**src/rtl/core/smx_pkg.sv**
```systemverilog
// ----------------------------------------------------------------------------
// smx_pkg
// Shared types and constants of the stack machine execute unit.
// ----------------------------------------------------------------------------
package smx_pkg;

  // Default sizes
  localparam int unsigned StackDepthDefault = 1024;
  localparam int unsigned FrameDepthDefault = 64;
  localparam logic [31:0] CodeBytes         = 32'd65536;

  // Instruction codes
  typedef enum logic [7:0] {
    OP_ADD   = 8'd0,
    OP_MUL   = 8'd1,
    OP_DIV   = 8'd2,
    OP_MOD   = 8'd3,
    OP_EQ    = 8'd4,
    OP_GT    = 8'd5,
    OP_GE    = 8'd6,
    OP_LT    = 8'd7,
    OP_LE    = 8'd8,
    OP_AND   = 8'd9,
    OP_OR    = 8'd10,
    OP_NOT   = 8'd11,
    OP_NEG   = 8'd12,
    OP_JMP   = 8'd13,
    OP_JF    = 8'd14,
    OP_STORE = 8'd15,
    OP_LOAD  = 8'd16,
    OP_PUSH  = 8'd17,
    OP_POP   = 8'd18,
    OP_HALT  = 8'd19,
    OP_CALL  = 8'd20,
    OP_PRINT = 8'd22,
    OP_RET   = 8'd24
  } opcode_e;

  // Run state / status codes
  typedef enum logic [2:0] {
    ST_RUN     = 3'd0,
    ST_HALT    = 3'd1,
    ST_ILLEGAL = 3'd2,
    ST_FRAME   = 3'd3,
    ST_OVER    = 3'd4,
    ST_UNDER   = 3'd5,
    ST_CODE    = 3'd6,
    ST_DIV     = 3'd7
  } status_e;

  // Item modes
  localparam logic ModeStart = 1'b0;

  // Sequencer states
  typedef enum logic [2:0] {
    S_IDLE,
    S_EXEC,
    S_RD1,
    S_RD2,
    S_ALU,
    S_DIV,
    S_WR,
    S_RESP
  } state_e;

  typedef struct packed {
    logic               mode;
    logic [7:0]         opcode;
    logic signed [31:0] immediate;
  } smx_in_t;

  typedef struct packed {
    logic [2:0]         status;
    logic [15:0]        next_ip;
    logic               print_valid;
    logic signed [31:0] print_value;
  } smx_out_t;

endpackage

```
**src/rtl/core/smx_div.sv**
```systemverilog
// ----------------------------------------------------------------------------
// smx_div
// Unsigned 32-bit restoring divider, one quotient bit per cycle.
// ----------------------------------------------------------------------------
module smx_div
  import smx_pkg::*;
(
  input  logic        clk_i,
  input  logic        rst_ni,
  input  logic        start_i,
  input  logic [31:0] dividend_i,
  input  logic [31:0] divisor_i,
  output logic        done_o,
  output logic [31:0] quo_o,
  output logic [31:0] rem_o
);

  logic        busy_q, done_q;
  logic [4:0]  cnt_q;
  logic [31:0] rem_q, quo_q, dvs_q;
  logic [32:0] shift, diff;

  // One shift-subtract step
  assign shift = {rem_q, quo_q[31]};
  assign diff  = shift - {1'b0, dvs_q};

  // Control
  always_ff @(posedge clk_i or negedge rst_ni) begin
    if (!rst_ni) begin
      busy_q <= 1'b0;
      done_q <= 1'b0;
      cnt_q  <= '0;
    end else begin
      done_q <= 1'b0;
      if (start_i) begin
        busy_q <= 1'b1;
        cnt_q  <= '0;
      end else if (busy_q) begin
        cnt_q <= cnt_q + 5'd1;
        if (cnt_q == 5'd31) begin
          busy_q <= 1'b0;
          done_q <= 1'b1;
        end
      end
    end
  end

  // Datapath
  always_ff @(posedge clk_i) begin
    if (start_i) begin
      rem_q <= '0;
      quo_q <= dividend_i;
      dvs_q <= divisor_i;
    end else if (busy_q) begin
      if (!diff[32]) begin
        rem_q <= diff[31:0];
        quo_q <= {quo_q[30:0], 1'b1};
      end else begin
        rem_q <= shift[31:0];
        quo_q <= {quo_q[30:0], 1'b0};
      end
    end
  end

  assign done_o = done_q;
  assign quo_o  = quo_q;
  assign rem_o  = rem_q;

endmodule

```
**config.mk**
```make
export PLATFORM = sky130hd
export DESIGN_NAME = smx_div
export DESIGN_NICKNAME = d
export VERILOG_FILES = /design/src/rtl/core/smx_pkg.sv /design/src/rtl/core/smx_div.sv
export SDC_FILE = /design/constraint.sdc
export NUM_CORES = 1
export LEC_CHECK = 0
export ABC_AREA = 1
export BUFFER_PORTS_ARGS = -buffer_cell sky130_fd_sc_hd__buf_2
export CORE_MARGIN = 10
export CORE_UTILIZATION = 51
export CTS_CLUSTER_DIAMETER = 80
export CTS_CLUSTER_SIZE = 12
export DETAILED_ROUTE_END_ITERATION = 8
export HOLD_SLACK_MARGIN = 0.1
export PLACE_DENSITY_LB_ADDON = 0.05
export SETUP_SLACK_MARGIN = 0.5
export SYNTH_ARGS = -nofsm -noshare
export SYNTH_HDL_FRONTEND = slang
export SYNTH_SLANG_ARGS = --single-unit
export TNS_END_PERCENT = 20
```
**constraint.sdc**
```tcl
create_clock -name clk_i -period 2.2 [get_ports clk_i]
set_clock_uncertainty 0.1 [all_clocks]
set_input_delay 0.22 -clock clk_i [delete_from_list [all_inputs] [get_ports clk_i]]
set_output_delay 0.22 -clock clk_i [all_outputs]
set_load 0.005 [all_outputs]
```
# [Word-level counts from Yosys, hierarchy flattened]
# Index checks and enable logic that the tools add are counted.
[word_totals] in_bits=67 ff_bits=103 wordCells=22 out_inout_bits=65
[op_classes] eq_ne=1 reduce_logical=1 addsub=2 muxes=12
[op_table] cell="$mux W32" n=3
[op_table] cell="$sub A33 B32 Y33" n=1
[op_table] cell="$mux W5" n=2
[op_table] cell="$mux W1" n=7
[op_table] cell="$add A5 B1 Y5 const B" n=1
[op_table] cell="$eq A5 B5 Y1 const B" n=1
[op_table] cell="$reduce_bool A2 Y1" n=1

# [Depth between registers and ports, before layout]
# Gate-level depths: netlist of the first run.
[logic_depth] depth_word=4 mapped_depth=18 mapped_depth_nobuf=17

# [Worst setup path after synthesis of the first run]
# OpenSTA, ideal clock, no wires.
[synth_path] path_kind="register to register" start="register quo_q[31], in the netlist quo_o[31]" end="register quo_q[0], in the netlist quo_o[0] (data pin)" synth_period_minus_slack_ns=2.376 stages_incl_launch_ff=17 t_arrival_ns=2.007 n_path_buf=1 setup_time_ns=0.269 slack_ns=-0.176 required_ns=1.831 cell_sequence="edfxtp_1 > inv_1 > ha_1 > fa_1 > inv_1 > nand2_1 > nand2_1 > nand3_1 > nand2_2 > nand2_1 > nand2_1 > nand2_2 > nand2_2 > nand2_2 > nand2_4 > buf_6 > o21ai_0"
[synth_via] elab_chain_len=4
[synth_rtl] item="start: declaration" line_no="smx_div.sv:20" rtl="logic [31:0] rem_q, quo_q, dvs_q;"
[synth_rtl] item="start signal: assignment" line_no="smx_div.sv:52" rtl="quo_q <= dividend_i;"
[synth_rtl] item="start signal: assignment" line_no="smx_div.sv:57" rtl="quo_q <= {quo_q[30:0], 1'b1};"
[synth_rtl] item="start signal: assignment" line_no="smx_div.sv:60" rtl="quo_q <= {quo_q[30:0], 1'b0};"
[synth_rtl] item="$sub A33 B32 Y33" line_no="smx_div.sv:25" rtl="assign diff = shift - {1'b0, dvs_q};"
[synth_rtl] item="$mux W1" line_no="smx_div.sv:55" rtl="if (!diff[32]) begin"
[synth_rtl] item="$mux W32" line_no="smx_div.sv:54" rtl="end else if (busy_q) begin"
[synth_rtl] item="$mux W32" line_no="smx_div.sv:50" rtl="if (start_i) begin"
# Every way passes these cells. The select of a mux whose other input is x is not followed.
# A chain may end at the register's enable or synchronous reset.

# [Worst setup path in the final report of the first run]
[layout_path] start="register dvs_q[0]" end="register rem_q[4], in the netlist rem_o[4]"
[layout_via] elab_chain_len=2
[layout_rtl] item="start: declaration" line_no="smx_div.sv:20"
[layout_rtl] item="start signal: assignment" line_no="smx_div.sv:53" rtl="dvs_q <= divisor_i;"
[layout_rtl] item="$sub A33 B32 Y33" line_no="smx_div.sv:25"
[layout_rtl] item="$mux W32" line_no="smx_div.sv:55"
[layout_rtl] item="end signal: assignment" line_no="smx_div.sv:56" rtl="rem_q <= diff[31:0];"
[layout_rtl] item="end signal: assignment" line_no="smx_div.sv:59" rtl="rem_q <= shift[31:0];"
[layout_rtl] item="end: declaration" line_no="smx_div.sv:20"
# Every way passes these cells.

==> metrics.csv, run 1 <==
stage,metric,value,unit
clock_tree,clk_lat worst skew,360,ps
worst_setup_path,crit path DAT,2620,ps
synth,register area share after synthesis,39.7,%
timing,max-slew violations,0,
drt,Final Routed Wirelength,21.7,mm
die,core box area,13200,sq um
grt,number of global-route vias before repair,7325,
final_layout,antenna fix cells,0,
synth,Ys Warns,0,
timing,final hold vios,0,
drt,Pre-antenna DRT Iters,5,
die,DIE AREA,18600,sq um
die,Die Wd,136,um
drt,# DRC,0,
job,Max Cap Violations,0,
synth,Mapped Nets,1130,
clock_tree,clk sinks,103,
clock_tree,CTS Buf Count,9,
timing,Setup WS post-layout,-267,ps
pwr,Leakage,0.00561,uW
worst_setup_path,Worst Setup SP,dvs_q[0],
grt,antenna violations before repair,0,
timing,final worst-path cycle share,112,%
timing,setup TNS,-6620,ps
worst_setup_path,worst r2r src,dvs_q[0],
grt,pin count of the biggest net entering global routing,35,
timing,RSZ-0062 raised after global routing,yes,
final_layout,Area growth syn-to-layout,43.5,%
synth,Cell variety after synth,34,
timing,minimum clock period,2470,ps
die,Die H,136,um
grt,All-Layer GR Usage,23.4,%
timing,FMAX,405,MHz
drt,WL per Instance,14.3,um
run_status,violations in the final reports,setup timing,
drt,initial drt markers,396,
synth,Yosys reg bits,103,
clock_tree,CTS max path bufs,2,
placement,Placement Cell Area,8590,sq um
timing,endpoints failing setup,33,
synth,Syn Inst Count,1028,
final_layout,post-route cell area,9890,sq um
synth,Syn Std Cell Area,6890,sq um
synth,Syn Area/Cell,6.71,sq um
placement,HPWL after detailed placement,15.5,mm
final_layout,Nets,1444,
worst_setup_path,Worst setup SP type,register,
worst_setup_path,crit path kind,reg -> reg,
timing,Worst slew margin,68.6,%
timing,worst-margin pin slew,472,ps
die,Cell Rows,42,
grt,global-route wire length before repair,35.0,mm
placement,port bufs,131,
placement,routability cong.,0.935,
run_status,outcome,"finished, violations left",
drt,vias,7311,
synth,number of synthesized flops with an enable pin,64,
pwr,Pwr per Cell Area,502,nW/um^2
die,I/O pin cnt,132,
clock_tree,Clock Tree Root,clkbuf_16,
clock_tree,H-tree Lvls,3,
grt,GRT overflow,0,
synth,share of synthesized registers carrying an async set or reset,6.80,%
clock_tree,Clock transition at path regs,70,ps
worst_setup_path,CP Max Fanout,6,
clock_tree,CTS tree,yes,
drt,vias per inst,4.80,
die,effective utilization at floorplan,52.1,%
drt,Post-DRT Antenna Nets,0,
synth,Most used DFF post-synth,edfxtp_1,
placement,placed cells,1432,
final_layout,fin cells,1523,
worst_setup_path,Worst Setup End Kind,register,
worst_setup_path,worst path required time,2350,ps
pwr,VDD IR max,553,uV
hold_path,Hold Path Class,in -> async,
final_layout,proportion of layout cells with a drive suffix above 1,25.0,%
[cell usage in the layout (no fill, tap or decap), types with 2 or more instances in the layout]
cell type	synthesis	final
nand4_1	5	5
buf_2	0	131
nand2_2	10	31
nand3_1	58	49
buf_4	3	116
nor3_1	13	13
nor2_1	44	41
edfxtp_1	64	64
bufinv_16	0	2
dfrtp_1	7	7
o21ai_0	6	4
xnor2_1	12	12
buf_12	0	5
clkbuf_16	0	11
nand2_8	0	2
dlygate4sd3_1	0	65
nand3_2	1	9
inv_1	212	210
nor2_2	5	8
nand2_4	3	7
ha_1	34	32
o21ai_1	2	4
ha_4	0	2
and2_1	5	5
dfxtp_1	32	32
xor2_1	3	3
inv_2	2	4
a21oi_1	19	18
nand2_1	463	437
[power by group]
part,total [uW],internal [uW],leakage (uW),switching [uW]
Combinational,911,441,0.00444,471
Clock,1810,1040,0.000158,764
Sequential,2240,2180,0.00101,62.1
Total,4960,3660,0.00561,1300
[stage by stage]
| stage | power [uW] | setup slack (ps) | hold slack [ps] | utilization (%) |
|---|---|---|---|---|
| 6_report | 4960 | -267 | 115 | 74.7 |
| 3_5_place_dp | 3050 | -232 | -38.9 | 64.9 |
| 2_1_floorplan | 2680 | -69.5 | -176 | - |
| 5_1_grt | 5170 | -362 | 124 | 74.7 |
| 4_1_cts | 4930 | -147 | 115 | 73.2 |
| 3_3_place_gp | 3040 | -176 | -38.2 | 64.9 |
[per-layer routing]
layer	global-route usage (%)	vias up	part of all wire [%]
met4	6.57	0	2.1
li1	-	3737	-
met1	28.4	3285	43
met3	6.49	31	7.7
met2	39.7	258	48
met5	0	-	0
[kinds of logic (layout without fill, tap and decap cells)]
group / Yosys count / in the layout / synth area share, %
buffers and inverters: 232 / 550 / 13.3
AO/OA/AOI/OAI: 31 / 31 / 2.40
XOR/XNOR: 15 / 15 / 1.91
flip-flops: 103 / 103 / 39.7
adder cells (fa/ha/maj): 35 / 35 / 6.46
AND/OR/NAND/NOR: 612 / 613 / 36.2
[worst paths after layout]
kind                             to  slack [ps]  cells after the start
max                        rem_o[4]        -270                     17
min                          done_o         110                      2
max reg2reg                rem_o[4]        -270                     17
min reg2reg                rem_o[1]         390                      2
max in group asynchronous  cnt_q[3]        1720                      2
min in group clk_i         dvs_q[9]         230                      1
[flip-flops by register name, summed over array words and instances, names as in the netlist]
name / flops
quo_o: 32
done_o: 1
cnt_q: 5
busy_q: 1
dvs_q: 32
rem_o: 32
[layout make-up]
class,instances,area (sq um)
flip-flops and latches,103,2740
fillers,1075,3350
repair buffers,320,2340
clock buffers,11,243
multi-input cells,694,3460
inverters,214,803
well taps,176,220
clock inverters,5,87.6
[cells in the mapped netlist (6+ instances only)]
master | instances | share of area [%]
nand2_2 | 10 | 0.91
nor2_1 | 44 | 2.4
dfxtp_1 | 32 | 9.3
xnor2_1 | 12 | 1.5
ha_1 | 34 | 6.2
clkbuf_1 | 10 | 0.54
nand2_1 | 463 | 25
o21ai_0 | 6 | 0.44
nand3_1 | 58 | 4.2
edfxtp_1 | 64 | 28
inv_1 | 212 | 12
a21oi_1 | 19 | 1.4
dfrtp_1 | 7 | 2.5
nor3_1 | 13 | 0.94
[worst max-delay path, cell delays in order, from the launching register on]
cell and delay [ps]:
edfxtp_1 430, ha_4 200, fa_2 370, inv_2 70, nand2_2 40, nand2_2 80
nand3_2 60, nand2_2 90, nand2_2 80, nand2_4 80, nand2_4 80, nand2_4 90
nand2_4 80, nand2_8 160, clkbuf_16 170, nand2_2 40, nand3_1 80, nand2_1 70
[what timing repair did]
item	4_1_cts	5_1_grt
hold endpoints to repair	71	0
gates resized for setup	18	34
cloned	1	2
hold buffers	65	0
setup buffers	4	3
pin swaps	6	30
endpoints found under the setup margin	33	33
No activity file was read; power rests on OpenSTA's default activity.
==> run 2, diff against run 1 <==
- CORE_ASPECT_RATIO: not set -> 1.1
==> run 2 against run 1 <==
  * The flow still finishes with violations (setup timing)
  * Flip-flop and latch count unchanged
  * Clock power down 8%
  * Worst setup slack better by 43 ps
  * Die area about the same
  * Combinational power up 2.6%
  * Critical path type unchanged
==> metrics.csv, run 2 (synthesis results as in run 1) <==
stage,metric,value,unit
placement,routability cong.,0.971,
timing,final worst-path cycle share,110,%
clock_tree,CTS max path bufs,2,
timing,RSZ-0062 raised after global routing,yes,
final_layout,Area growth syn-to-layout,41.8,%
drt,vias,7217,
placement,port bufs,131,
job,Max Cap Violations,0,
drt,Pre-antenna DRT Iters,5,
pwr,VDD IR max,455,uV
drt,Final Routed Wirelength,21.7,mm
clock_tree,clk_lat worst skew,370,ps
worst_setup_path,largest stage delay on the critical path,430,ps
die,effective utilization at floorplan,52.2,%
drt,WL per Instance,14.4,um
worst_setup_path,crit path kind,reg -> reg,
final_layout,Nets,1439,
final_layout,antenna fix cells,0,
clock_tree,CTS tree,yes,
timing,max-slew violations,0,
final_layout,final core utilization,74.0,%
die,Die H,142,um
grt,pin count of the biggest net entering global routing,58,
worst_setup_path,Worst setup SP type,register,
timing,minimum clock period,2420,ps
grt,number of global-route vias before repair,7330,
worst_setup_path,worst path required time,2360,ps
grt,antenna violations before repair,0,
worst_setup_path,Crit path top cell by count,nand2_2,
die,DIE AREA,18600,sq um
run_status,outcome,"finished, violations left",
worst_setup_path,Worst path top cell family by delay,simple AND/OR/NAND/NOR gates,
hold_path,Hold Path Class,in -> async,
placement,DP Worst Slack,-273,ps
worst_setup_path,worst-path cell chain,ha_4 -> fa_2 -> inv_2 -> nand2_2 -> nand2_2 -> nand3_2 -> nand2_2 -> nand2_2 -> nand2_4 -> nand2_4 -> nand2_4 -> buf_6 -> nand2_8 -> nand2_8 -> nand2_1 -> nand3_1 -> nand2_1,
timing,FMAX,412,MHz
worst_setup_path,CP Max Fanout,7,
clock_tree,CTS Buf Count,9,
timing,worst-margin pin slew,499,ps
placement,Placement Cell Area,8470,sq um
die,Cell Rows,44,
drt,initial drt markers,417,
final_layout,post-route cell area,9780,sq um
worst_setup_path,worst path bufs/invs,2,
final_layout,"commonest cells after routing, fill and taps aside","nand2_1 (444), inv_1 (210), buf_2 (131), buf_4 (107), dlygate4sd3_1 (65)",
drt,Post-DRT Antenna Nets,0,
clock_tree,clk sinks,103,
grt,All-Layer GR Usage,23.9,%
grt,GRT overflow,0,
placement,HPWL after detailed placement,15.0,mm
worst_setup_path,Worst Setup End Kind,register,
clock_tree,Clock transition at path regs,80,ps
run_status,violations in the final reports,setup timing,
drt,# DRC,0,
pwr,Leakage,0.00559,uW
final_layout,"leading cell type in the layout, fill and taps excluded",nand2_1,
clock_tree,H-tree Lvls,3,
worst_setup_path,crit path DAT,2580,ps
timing,Fin Hold WS,119,ps
timing,Setup WS post-layout,-225,ps
final_layout,proportion of layout cells with a drive suffix above 1,23.9,%
timing,endpoints failing setup,33,
worst_setup_path,"Slowest-stage cell, CP",edfxtp_1,
timing,final hold vios,0,
drt,vias per inst,4.80,
die,Die Wd,131,um
pwr,Pwr per Cell Area,496,nW/um^2
die,I/O pin cnt,132,
clock_tree,Clock Tree Root,clkbuf_16,
timing,Worst slew margin,66.8,%
die,core box area,13200,sq um
grt,global-route wire length before repair,35.4,mm
run 2: final timing paths:
path,start,to,slack (ps),cells past startpoint
max in group asynchronous,rst_ni,cnt_q[3],1710,2
min in group clk_i,start_i,dvs_q[11],250,1
setup reg to reg,dvs_q[0],rem_o[3],-220,17
hold / removal,rst_ni,done_o,120,2
setup / recovery,dvs_q[0],rem_o[3],-220,17
hold reg to reg,rem_o[16],rem_o[16],390,2
run 2: power breakdown:
part	switching, uW	total, uW	internal (uW)
combinational	483	935	452
clock	766	1660	898
sequential	64.5	2250	2180
run 2: layer usage:
layer  vias up  GRT usage (%)  share of wire (%)
met1      3246           27.2                 41
met2       215           41.8                 50
met5         -              0                  0
li1       3723              -                  -
met4         0           7.91                2.0
met3        33           6.90                7.2
run 2: timing repair:
action	in CTS	in global routing
cloned	4	0
hold buffers	65	0
pin swaps	10	2
setup endpoints to repair	33	33
resized for setup	34	17
hold endpoints to repair	71	0
setup buffers	13	0
run 2: stage by stage:
step	power (uW)	TNS [ps]	cells
after floorplan	2680	-464	1028
after global placement	3050	-5010	1405
after detailed placement	3060	-7460	1405
after CTS	4840	-4770	1503
after global routing	5050	-9660	1503
final	4850	-6160	1503
run 2: final cells by class:
| class | instances | area [sq um] |
|---|---|---|
| clock inverter | 5 | 66.3 |
| tap | 161 | 201 |
| timing repair buffer | 313 | 2270 |
| inverter | 214 | 803 |
| clock buffer | 11 | 233 |
| sequential | 103 | 2740 |
| fill | 1056 | 3440 |
| multi-input combinational | 696 | 3460 |
==> run 3, diff against run 2 <==
- MAX_ROUTING_LAYER: not set -> met4
- SKIP_LAST_GASP: not set -> 1
==> run 3 against run 2 <==
  * The flow still finishes with violations (setup timing)
  * Non-clock buffer count shrank 11
  * First-iteration DRC count shrank 8.9%
  * Total power shrank 3.8%
  * Largest cell class unchanged
==> metrics.csv, run 3 (synthesis results as in run 1) <==
stage,metric,value,unit
die,DIE AREA,18600,sq um
drt,# DRC,0,
hold_path,Hold Path Class,in -> async,
die,Die H,142,um
final_layout,Area growth syn-to-layout,39.1,%
worst_setup_path,Crit path depth,16,
final_layout,Filler Cell Count,1128,
grt,All-Layer GR Usage,23.1,%
drt,Pre-antenna DRT Iters,4,
clock_tree,CTS tree,yes,
pwr,VDD IR max,325,uV
die,core box area,13200,sq um
timing,max-slew violations,0,
clock_tree,H-tree Lvls,3,
worst_setup_path,Crit path top cell by count,nand2_2,
worst_setup_path,Worst Setup End Kind,register,
clock_tree,CTS max path bufs,2,
timing,FMAX,424,MHz
final_layout,proportion of layout cells with a drive suffix above 1,22.5,%
run_status,violations in the final reports,setup timing,
worst_setup_path,largest stage delay on the critical path,410,ps
timing,worst-margin pin slew,441,ps
worst_setup_path,worst r2r src,dvs_q[0],
worst_setup_path,Worst Setup SP,dvs_q[0],
drt,vias per inst,4.73,
timing,Worst slew margin,70.6,%
pwr,Pwr per Cell Area,486,nW/um^2
worst_setup_path,worst path required time,2350,ps
timing,final worst-path cycle share,107,%
worst_setup_path,Worst Reg-to-Reg Cells,16,
grt,number of global-route vias before repair,7027,
worst_setup_path,"Slowest-stage cell, CP",edfxtp_1,
timing,Setup WS post-layout,-157,ps
final_layout,final core utilization,72.6,%
worst_setup_path,crit path kind,reg -> reg,
clock_tree,Clock transition at path regs,80,ps
job,Max Cap Violations,0,
timing,minimum clock period,2360,ps
grt,global-route wire length before repair,33.5,mm
worst_setup_path,worst path bufs/invs,1,
timing,RSZ-0062 raised after global routing,yes,
grt,pin count of the biggest net entering global routing,43,
drt,Post-DRT Antenna Nets,0,
placement,routability cong.,0.990,
final_layout,antenna fix cells,0,
die,Die Wd,131,um
worst_setup_path,worst-path cell chain,ha_4 -> fa_2 -> inv_2 -> nand2_2 -> nand2_2 -> nand3_2 -> nand2_2 -> nand2_2 -> nand2_2 -> nand2_4 -> nand2_4 -> nand2_4 -> nand2_4 -> nand2_1 -> nand3_1 -> nand2_1,
clock_tree,clk_lat worst skew,360,ps
timing,endpoints failing setup,33,
timing,final hold vios,0,
placement,DP Worst Slack,-250,ps
clock_tree,CTS Buf Count,9,
drt,Final Routed Wirelength,20.8,mm
clock_tree,clk sinks,103,
worst_setup_path,crit path DAT,2510,ps
final_layout,Nets,1428,
grt,GRT overflow,0,
final_layout,"commonest cells after routing, fill and taps aside","nand2_1 (454), inv_1 (210), buf_2 (131), buf_4 (101), dlygate4sd3_1 (65)",
drt,WL per Instance,14.0,um
final_layout,"leading cell type in the layout, fill and taps excluded",nand2_1,
die,Cell Rows,44,
worst_setup_path,Worst setup SP type,register,
placement,HPWL after detailed placement,15.0,mm
die,I/O pin cnt,132,
placement,port bufs,131,
clock_tree,Clock Tree Root,clkbuf_16,
worst_setup_path,Worst path top cell family by delay,simple AND/OR/NAND/NOR gates,
run_status,outcome,"finished, violations left",
worst_setup_path,CP Max Fanout,13,
grt,antenna violations before repair,0,
die,effective utilization at floorplan,52.2,%
drt,initial drt markers,380,
pwr,Leakage,0.00549,uW
drt,vias,7062,
run 3: cell count changes in the layout (fill, tap and decap cells not counted), moves of 2 or more:
cell and delta:
clkinv_2 +2, nand2_2 -9, buf_6 -4, o21ai_2 -2, nand2_1 +10, buf_4 -6, o21ai_1 -2, o21ai_0 +4
nand2_8 -2
run 3: worst paths after layout:
kind,to,slack [ps]
min,done_o,140
min in group clk_i,quo_o[13],330
max in group asynchronous,cnt_q[3],1680
min reg2reg,rem_o[3],390
max reg2reg,rem_o[17],-160
max,rem_o[17],-160
run 3: worst reg2reg max path: cells and delay by family, from the launching register on:
family        cells  cell delay (ps)
simple gates     13             1140
flops             1              410
fa+ha+maj         2              530
buf+inv           1               70
run 3: per-stage QoR:
stage	setup TNS [ps]	hold WS [ps]	cell area [sq um]	cells	total power [uW]
floorplan	-464	-176	6900	1028	2680
global placement	-4730	-36.1	8440	1403	3040
detailed placement	-6960	-35.5	8440	1403	3050
CTS	-2730	118	9470	1487	4670
global route	-8730	157	9590	1492	4860
finish	-3950	141	9590	1492	4660
run 3: cell type report:
cell class / instances / area (sq um) / area share, %
clock inverters: 6 / 45.0 / 0.470
multi-input cells: 696 / 3410 / 35.6
inverters: 214 / 803 / 8.38
flip-flops and latches: 103 / 2740 / 28.5
repair buffers: 302 / 2160 / 22.5
well taps: 161 / 201 / 2.10
clock buffers: 10 / 229 / 2.39
run 3: power breakdown:
| group | switching [uW] | internal [uW] |
|---|---|---|
| combinational | 461 | 432 |
| sequential | 61.7 | 2180 |
| clock | 749 | 777 |
run 3: per-layer routing:
metal / vias up / global-route usage [%] / wire length, um
met2: 183 / 39.6 / 10300
met1: 3157 / 26.5 / 8950
met5: - / - / 0
li1: 3695 / - / -
met4: 0 / 6.97 / 357
met3: 27 / 4.70 / 1160
run 3: repair_timing:
action / in CTS / in global routing
endpoints found under the setup margin: 33 / 33
resized for setup: 16 / 12
pin swaps: 2 / 1
endpoints found under the hold margin: 71 / 0
buffers inserted: 2 / 2
cloned: 1 / 3
hold buffers: 65 / 0
